$ cat src/rtl/lcs_pkg.sv
package lcs_pkg;

	// longest string held, in bytes
	localparam int MAX_LEN = 64;
	localparam int IDX_W   = (MAX_LEN > 1) ? $clog2(MAX_LEN) : 1;

	// field widths fixed by the port list
	localparam int BYTE_W  = 8;
	localparam int LEN_W   = 7;
	localparam int START_W = 6;

	typedef logic [BYTE_W-1:0] byte_t;
	typedef logic [LEN_W-1:0]  len_t;
	typedef logic [IDX_W-1:0]  idx_t;

	// per-cycle command broadcast to every cell
	typedef struct packed {
		logic load;   // first-string byte written to cell load_idx
		logic step;   // second-string byte compared in all cells
		logic scan;   // best records shift towards cell 0, runs cleared
	} cell_cmd_t;

	// best run ending in a cell: length and start in the first string
	typedef struct packed {
		len_t len;
		idx_t start;
	} best_t;

	typedef enum logic [2:0] {
		ST_IDLE,
		ST_SCAN,
		ST_RD,
		ST_LD,
		ST_WT
	} state_t;

endpackage

$ cat src/rtl/lcs_ram.sv
module lcs_ram #(
	parameter int WIDTH = 8,
	parameter int DEPTH = 64
) (
	input  logic                                        clk,
	input  logic                                        wr_en,
	input  logic [((DEPTH > 1) ? $clog2(DEPTH) : 1)-1:0] wr_addr,
	input  logic [WIDTH-1:0]                            wr_data,
	input  logic [((DEPTH > 1) ? $clog2(DEPTH) : 1)-1:0] rd_addr,
	output logic [WIDTH-1:0]                            rd_data
);

	logic [WIDTH-1:0] mem [DEPTH];

	always_ff @(posedge clk) begin
		if (wr_en) begin
			mem[wr_addr] <= wr_data;
		end
		rd_data <= mem[rd_addr];
	end

endmodule

$ cat src/rtl/lcs_cell.sv
// One column of the run-length recurrence: holds one byte of the first string.
module lcs_cell (
	input  logic                clk,
	input  logic                arst_n,
	input  lcs_pkg::cell_cmd_t  cmd,
	input  lcs_pkg::idx_t       idx,
	input  lcs_pkg::idx_t       load_idx,
	input  lcs_pkg::byte_t      load_byte,
	input  lcs_pkg::byte_t      b_byte,
	input  lcs_pkg::len_t       run_in,
	output lcs_pkg::len_t       run_out,
	input  lcs_pkg::best_t      best_in,
	output lcs_pkg::best_t      best_out
);

	lcs_pkg::byte_t a_q;
	logic           valid_q;
	lcs_pkg::len_t  run_q;
	lcs_pkg::best_t best_q;
	lcs_pkg::len_t  run_n;
	lcs_pkg::idx_t  start_n;

	// run ending here = left neighbour's previous run + 1 on a match
	assign run_n   = (valid_q && (a_q == b_byte)) ?
		run_in + lcs_pkg::LEN_W'(1) : '0;
	assign start_n = lcs_pkg::IDX_W'(lcs_pkg::LEN_W'(idx) + lcs_pkg::LEN_W'(1) - run_n);

	assign run_out  = run_q;
	assign best_out = best_q;

	always_ff @(posedge clk) begin
		if (cmd.load && (load_idx == idx)) begin
			a_q <= load_byte;
		end
	end

	always_ff @(posedge clk or negedge arst_n) begin
		if (!arst_n) begin
			valid_q <= 1'b0;
			run_q   <= '0;
			best_q  <= '0;
		end else if (cmd.scan) begin
			valid_q <= 1'b0;
			run_q   <= '0;
			best_q  <= best_in;
		end else begin
			if (cmd.load && (load_idx == idx)) begin
				valid_q <= 1'b1;
			end
			if (cmd.step) begin
				run_q <= run_n;
				// strict: within one cell an equal run has the same start
				if (run_n > best_q.len) begin
					best_q <= '{len: run_n, start: start_n};
				end
			end
		end
	end

endmodule

$ cat src/rtl/longest_common_substring_core.sv
// Longest common substring of two byte strings. Items of the first string
// (req_type 0) are taken one per cycle and written both into a byte RAM and
// into a chain of MAX_LEN (64) cells; the item with last_of_string ends it.
// Items of the second string (req_type 1) are also taken one per cycle, and
// each byte is compared against every cell as it arrives, each cell growing
// the run handed on by its left neighbour, so the search costs nothing extra
// while loading. An item of the wrong string is taken and ignored. After the
// last item of the second string the block stops taking items and shifts the
// cells' best runs out through the chain into a compare stage, over the
// whole chain length; this scan also runs when an argument was NULL, as it
// clears the cells for the next pair. Then the match is read from the RAM,
// one result item per byte, each passing through a RAM read, the output
// register and the handshake, plus any wait on out_ready. A NULL argument
// or an empty match gives one result item of length 0. Bytes beyond
// MAX_LEN are dropped and the overflow flag is set on every result item of
// that pair. Ties go to the earliest start in the first string.
module longest_common_substring_core (
	input  logic       clk,
	input  logic       arst_n,
	input  logic       in_valid,
	output logic       in_ready,
	input  logic       req_type,
	input  logic [7:0] char_byte,
	input  logic       has_byte,
	input  logic       last_of_string,
	input  logic       arg_is_null,
	output logic       out_valid,
	input  logic       out_ready,
	output logic [7:0] result_byte,
	output logic [6:0] match_length,
	output logic [5:0] match_start,
	output logic       null_result,
	output logic       overflow,
	output logic       last_result
);

	lcs_pkg::state_t state_q, state_n;

	// pair loading state
	logic           phase_q;
	lcs_pkg::len_t  cnt1_q, cnt2_q;
	logic           null_q, ovf_q;

	// answer state
	logic           ans_null_q, ans_ovf_q;
	lcs_pkg::best_t red_q, red_n;
	lcs_pkg::idx_t  scan_q, n_q;

	// output register
	lcs_pkg::byte_t out_byte_q;
	lcs_pkg::len_t  out_len_q;
	lcs_pkg::idx_t  out_start_q;
	logic           out_null_q, out_last_q;

	logic in_fire, ph_ok, has_ok, room1, room2;
	logic load_go, step_go, ovf_now, fin, better, scan_done, out_fire;

	lcs_pkg::cell_cmd_t cmd;
	lcs_pkg::byte_t     rd_data;
	lcs_pkg::idx_t      rd_addr;
	lcs_pkg::len_t      run_w  [lcs_pkg::MAX_LEN];
	lcs_pkg::best_t     best_w [lcs_pkg::MAX_LEN];

	// ---- input decode ----
	assign in_fire = in_valid && in_ready;
	assign ph_ok   = in_fire && (req_type == phase_q);
	assign has_ok  = ph_ok && !arg_is_null && has_byte;
	assign room1   = cnt1_q < lcs_pkg::LEN_W'(lcs_pkg::MAX_LEN);
	assign room2   = cnt2_q < lcs_pkg::LEN_W'(lcs_pkg::MAX_LEN);
	assign load_go = has_ok && !phase_q && room1;
	assign step_go = has_ok && phase_q && room2;
	assign ovf_now = has_ok && (phase_q ? !room2 : !room1);
	// last item of the second string closes the pair
	assign fin     = ph_ok && last_of_string && phase_q;

	assign cmd = '{load: load_go, step: step_go, scan: (state_q == lcs_pkg::ST_SCAN)};

	always_ff @(posedge clk or negedge arst_n) begin
		if (!arst_n) begin
			phase_q <= 1'b0;
			cnt1_q  <= '0;
			cnt2_q  <= '0;
			null_q  <= 1'b0;
			ovf_q   <= 1'b0;
		end else if (fin) begin
			phase_q <= 1'b0;
			cnt1_q  <= '0;
			cnt2_q  <= '0;
			null_q  <= 1'b0;
			ovf_q   <= 1'b0;
		end else if (ph_ok) begin
			if (arg_is_null) begin
				null_q <= 1'b1;
			end
			if (ovf_now) begin
				ovf_q <= 1'b1;
			end
			if (load_go) begin
				cnt1_q <= cnt1_q + lcs_pkg::LEN_W'(1);
			end
			if (step_go) begin
				cnt2_q <= cnt2_q + lcs_pkg::LEN_W'(1);
			end
			if (last_of_string) begin
				phase_q <= 1'b1;
			end
		end
	end

	// ---- first string store, read back for the answer ----
	assign rd_addr = red_q.start + n_q;

	lcs_ram #(
		.WIDTH (lcs_pkg::BYTE_W),
		.DEPTH (lcs_pkg::MAX_LEN)
	) u_first_ram (
		.clk     (clk),
		.wr_en   (load_go),
		.wr_addr (cnt1_q[lcs_pkg::IDX_W-1:0]),
		.wr_data (char_byte),
		.rd_addr (rd_addr),
		.rd_data (rd_data)
	);

	// ---- chain of cells: runs move right, best records move left on scan ----
	for (genvar g = 0; g < lcs_pkg::MAX_LEN; g++) begin : g_cell
		lcs_pkg::len_t  run_l;
		lcs_pkg::best_t best_r;

		if (g == 0) begin : g_first
			assign run_l = '0;
		end else begin : g_mid
			assign run_l = run_w[g-1];
		end

		if (g == lcs_pkg::MAX_LEN - 1) begin : g_end
			assign best_r = '0;
		end else begin : g_rest
			assign best_r = best_w[g+1];
		end

		lcs_cell u_cell (
			.clk       (clk),
			.arst_n    (arst_n),
			.cmd       (cmd),
			.idx       (lcs_pkg::IDX_W'(g)),
			.load_idx  (cnt1_q[lcs_pkg::IDX_W-1:0]),
			.load_byte (char_byte),
			.b_byte    (char_byte),
			.run_in    (run_l),
			.run_out   (run_w[g]),
			.best_in   (best_r),
			.best_out  (best_w[g])
		);
	end

	// ---- reduction at the head of the chain: longest, then earliest start ----
	assign better = (best_w[0].len > red_q.len) ||
		((best_w[0].len == red_q.len) && (best_w[0].len != '0) &&
		 (best_w[0].start < red_q.start));
	assign red_n     = better ? best_w[0] : red_q;
	assign scan_done = (scan_q == lcs_pkg::IDX_W'(lcs_pkg::MAX_LEN - 1));
	assign out_fire  = out_valid && out_ready;

	always_ff @(posedge clk or negedge arst_n) begin
		if (!arst_n) begin
			red_q      <= '0;
			scan_q     <= '0;
			n_q        <= '0;
			ans_null_q <= 1'b0;
			ans_ovf_q  <= 1'b0;
		end else if (fin) begin
			red_q      <= '0;
			scan_q     <= '0;
			ans_null_q <= null_q || arg_is_null;
			ans_ovf_q  <= ovf_q || ovf_now;
		end else if (state_q == lcs_pkg::ST_SCAN) begin
			red_q  <= red_n;
			scan_q <= scan_q + lcs_pkg::IDX_W'(1);
			n_q    <= '0;
		end else if ((state_q == lcs_pkg::ST_WT) && out_fire) begin
			n_q <= n_q + lcs_pkg::IDX_W'(1);
		end
	end

	// ---- output register ----
	always_ff @(posedge clk) begin
		if ((state_q == lcs_pkg::ST_SCAN) && scan_done) begin
			// null or empty answer: a single zero item
			out_byte_q  <= '0;
			out_len_q   <= '0;
			out_start_q <= '0;
			out_null_q  <= ans_null_q;
			out_last_q  <= 1'b1;
		end else if (state_q == lcs_pkg::ST_LD) begin
			out_byte_q  <= rd_data;
			out_len_q   <= red_q.len;
			out_start_q <= red_q.start;
			out_null_q  <= 1'b0;
			out_last_q  <= (lcs_pkg::LEN_W'(n_q) + lcs_pkg::LEN_W'(1)) == red_q.len;
		end
	end

	// ---- sequencer ----
	always_ff @(posedge clk or negedge arst_n) begin
		if (!arst_n) begin
			state_q <= lcs_pkg::ST_IDLE;
		end else begin
			state_q <= state_n;
		end
	end

	always_comb begin
		state_n = state_q;
		case (state_q)
			lcs_pkg::ST_IDLE: begin
				if (fin) begin
					state_n = lcs_pkg::ST_SCAN;
				end
			end
			lcs_pkg::ST_SCAN: begin
				if (scan_done) begin
					if (ans_null_q || (red_n.len == '0)) begin
						state_n = lcs_pkg::ST_WT;
					end else begin
						state_n = lcs_pkg::ST_RD;
					end
				end
			end
			lcs_pkg::ST_RD: begin
				state_n = lcs_pkg::ST_LD;
			end
			lcs_pkg::ST_LD: begin
				state_n = lcs_pkg::ST_WT;
			end
			lcs_pkg::ST_WT: begin
				if (out_ready) begin
					state_n = out_last_q ? lcs_pkg::ST_IDLE : lcs_pkg::ST_RD;
				end
			end
			default: begin
				state_n = lcs_pkg::ST_IDLE;
			end
		endcase
	end

	always_comb begin
		in_ready  = 1'b0;
		out_valid = 1'b0;
		case (state_q)
			lcs_pkg::ST_IDLE: begin
				in_ready = 1'b1;
			end
			lcs_pkg::ST_WT: begin
				out_valid = 1'b1;
			end
			default: begin
				in_ready  = 1'b0;
				out_valid = 1'b0;
			end
		endcase
	end

	assign result_byte  = out_byte_q;
	assign match_length = out_len_q;
	assign match_start  = lcs_pkg::START_W'(out_start_q);
	assign null_result  = out_null_q;
	assign overflow     = ans_ovf_q;
	assign last_result  = out_last_q;

endmodule

$ cat config.mk
export PLATFORM = sky130hd
export DESIGN_NAME = longest_common_substring_core
export DESIGN_NICKNAME = d
export VERILOG_FILES = /design/src/rtl/lcs_pkg.sv /design/src/rtl/lcs_ram.sv /design/src/rtl/lcs_cell.sv /design/src/rtl/longest_common_substring_core.sv
export SDC_FILE = /design/constraint.sdc
export NUM_CORES = 2
export LEC_CHECK = 0
export ABC_AREA = 1
export BUFFER_PORTS_ARGS = -buffer_cell sky130_fd_sc_hd__buf_2
export CAP_MARGIN = 20
export CORE_MARGIN = 2
export CORE_UTILIZATION = 38
export DETAILED_ROUTE_END_ITERATION = 10
export PLACE_DENSITY_LB_ADDON = 0.3
export SYNTH_ARGS = -nofsm -noshare
export SYNTH_HDL_FRONTEND = slang
export SYNTH_SLANG_ARGS = --single-unit
$ cat constraint.sdc
create_clock -name clk -period 6.9 [get_ports clk]
set_input_delay 0.345 -clock clk [delete_from_list [all_inputs] [get_ports clk]]
set_output_delay 0.345 -clock clk [all_outputs]
set_load 0.01 [all_outputs]
==> impl_metrics.yaml <==
power_and_ir_drop:
  cellLeakagePower_nw: 59.6
  p_total_w: 0.0529
  vdd_drop_max_uv: 541
  p_per_area_mw_per_mm2: 380
cts:
  post_cts_buffers: 0
  cts_tree: "yes"
  clock_latency_ns: 0.88
  path_clk_slew_ns: 0.06
  cts_sinks: 2417
  clockBufferDepth: 4
  ctsHtreeMaxLevel: 5
  cts_root_buf: "clkbuf_16"
  numCtsBuffers: 275
synth:
  synth-edff-count: 1025
  syn_avg_cell_area_um2: 8.84
  synth_top_cell_area_share_pct: 27.2
  synth.most_common_cell: "nand2_1"
  synth.top_cells.by_area: "dfrtp_1 (27%), edfxtp_1 (25%), nand2_1 (9.9%), ha_1 (5.7%), nor2_1 (4.9%)"
  yosysUniqueCellTypes: 69
  yosysWarnings: 0
  yosysTopAreaCell: "dfrtp_1"
  syn_nets: 14800
  netlist_instances: 14200
  synthArstFlopShare_pct: 56.4
  synth_common_cells: "nand2_1 (3,313), nor2_1 (1,629), inv_1 (1,569)"
  synth_seq_cells: 2417
  ys.flop_type: "dfrtp_1"
  ys_seq_area_share_pct: 52.3
  synth_area_mm2: 0.125
global_route:
  grt_pass1_wl_um: 546000
  antenna_found_initial: 6
  grtUsageTotal_pct: 20.4
  overflow: 0
  grt_max_degree: 194
  grt_pass1_vias: 94400
sta:
  finalMaxSlewViolations: 0
  fin_tns_setup_ns: 0
  fmaxAchievable_mhz: 199
  rsz0062_at_grt: "no"
  hold_viol_final: 0
  fin_crit_sh_pct: 72.8
  fin_crit_ns: 5.02
  worst_pin_slew_ns: 1.11
  finalClockSkew_ns: 0.0674
  setup_viol: 0
  hold_slack_ns: 0.0898
  slew_headroom_pct: 25.9
critical_path:
  cp.required_ns: 7.63
  path_delay_family: "buffers and inverters"
  cp_slowest_cell: "nor2_1"
  path_class: "primary input to flop"
  start_kind: "primary input"
  cp-end-kind: "flop"
  cp_common_cell: "nor2_1"
  path_buf_inv: 7
  critPathMaxFanout: 56
  cp.arrival_ns: 5.75
  max_stage_delay_ns: 0.74
  path_cells: "dlygate4sd3_1 > clkbuf_8 > inv_4 > buf_4 > nor2_1 > inv_1 > nand4_1 > nand3b_1 > nor2_1 > inv_1 > nor3_1 > ha_1 > a21oi_1 > o21ai_0 > nand3_1 > nand4_1 > o21ai_0 > nor2_1 > nor2_1 > inv_1 > o21ai_0 > o22ai_1"
routing:
  ant_nets: 0
  drt-initial-drc-count: 7639
  drt_pre_antenna_iters: 9
  wl_um: 346000
  wl_per_cell_um: 18.6
  drc_errors: 0
  vias: 97700
  drt-vias-per-instance: 5.25
place:
  hpwl_um: 226000
  placed_cells: 18100
  place.gp.congestion: 0.859
  postPlaceCellArea_mm2: 0.130
  numPortBuffers: 41
cells_and_area:
  drive_above_1_share_pct: 5.93
  area_growth_pct: 11.1
  fill_cells: 31900
  final_cells: 18600
  nets: 14600
  final_cell_area_mm2: 0.139
die:
  initial_core_util_pct: 38.2
  rows: 210
  ios: 42
  die_w_um: 578
  die_area_mm2: 0.334
  core_mm2: 0.328
  die_h_um: 578
flow_run:
  maxCapViolCount: 0
hold_path:
  worstHoldPathType: "primary input to flop"
run_status:
  outcome: "finished, final reports clean"
-- cell families (layout without fill, tap and decap cells) --
kind of cell	after synthesis	in the layout	share of synthesized area, %
flops	2417	2417	52.3
xor+xnor	338	338	2.36
fa+ha+maj	572	572	5.72
compound gates	2301	2301	11.4
buf+inv	2186	2292	6.93
other cells	0	2	0
simple gates	6347	6347	21.2
mux	8	8	0.0719
-- worst paths after layout --
check	cells after the start	startpoint	slack, ns	endpoint
max reg2reg	19	g_cell[35].u_cell.a_q[3]	2.62	g_cell[35].u_cell.best_out[3]
min reg2reg	2	g_cell[47].u_cell.best_out[3]	0.48	g_cell[47].u_cell.best_out[3]
max in group asynchronous	4	arst_n	4.88	g_cell[31].u_cell.best_out[11]
max	22	char_byte[3]	1.88	g_cell[12].u_cell.best_out[0]
min in group asynchronous	2	arst_n	0.11	g_cell[14].u_cell.best_out[10]
min	6	in_valid	0.09	null_q
-- registers in the layout, indices dropped and copies added, names as in the netlist, 6 cells and up --
signal / cells
g_cell.u_cell.best_out: 831
n_q: 6
u_first_ram.mem: 512
g_cell.u_cell.valid_q: 64
match_start: 6
g_cell.u_cell.a_q: 512
u_first_ram.rd_data: 8
scan_q: 6
red_q: 13
cnt2_q: 7
g_cell.u_cell.run_out: 420
cnt1_q: 7
result_byte: 8
match_length: 7
-- where the power goes --
part           switching, W  internal, W
logic                0.0139      0.00534
clock network       0.00611      0.00899
registers           0.00136       0.0172
-- worst register-to-register path: cells and delay by family, from the launching register on --
kind            cells  cell delay [ns]
compound gates      6             0.86
buf+inv             4             0.58
simple gates        8             2.12
fa+ha+maj           1             0.28
flops               1             0.32
-- area by class of cell --
class                           instances  area, um^2  share of cell area (%)
Sequential cell                      2417       65500                    47.0
Multi-Input combinational cell       9566       51200                    36.8
Timing Repair Buffer                  176        1740                    1.25
Antenna cell                            2        5.00                 0.00360
Clock buffer                          386        7940                    5.71
Inverter                             1623        6140                    4.41
Tap cell                             4346        5440                    3.91
Clock inverter                        107        1250                   0.902
-- timing repair --
| action | CTS | global route |
|---|---|---|
| gates resized for setup | 0 | 0 |
| hold buffers | 12 | 0 |
| endpoints found under the hold margin | 192 | 0 |
-- cell usage in the layout (no fill, tap or decap), drive strengths merged, types with 12 or more instances in the layout --
master	Yosys	layout
a21oi	315	315
dfrtp	1362	1362
o31ai	30	30
a31oi	35	35
or2	83	83
edfxtp	1025	1025
bufinv	0	25
nand4	228	228
nand2	3329	3329
o2111ai	19	19
inv	1619	1621
o22ai	283	283
a211oi	14	14
ha	571	571
nor4	20	20
o21ai	962	962
nor3b	22	22
dlygate4sd3	0	12
a22oi	38	38
nand3b	35	35
buf	263	158
o221ai	383	383
o211ai	156	156
nor2	1666	1666
nor3	158	158
xor2	227	227
a21boi	20	20
a22o	12	12
dfxtp	30	30
clkinv	4	75
clkbuf	300	392
nand3	788	788
xnor2	111	111
-- routing by layer --
metal / GRT usage (%) / share of wire (%)
met4: 4.98 / 2.3
met5: 0 / 0.014
met2: 32.7 / 46
met1: 29.4 / 47
met3: 2.20 / 4.9
-- metrics by stage --
stage	util, %	setup WS, ns
5_1_grt	42.5	1.45
3_5_place_dp	39.6	1.65
2_1_floorplan	-	3.75
6_report	42.5	1.88
4_1_cts	42.5	2.02
3_3_place_gp	39.6	1.66
Power figures use the tool's default switching activity.
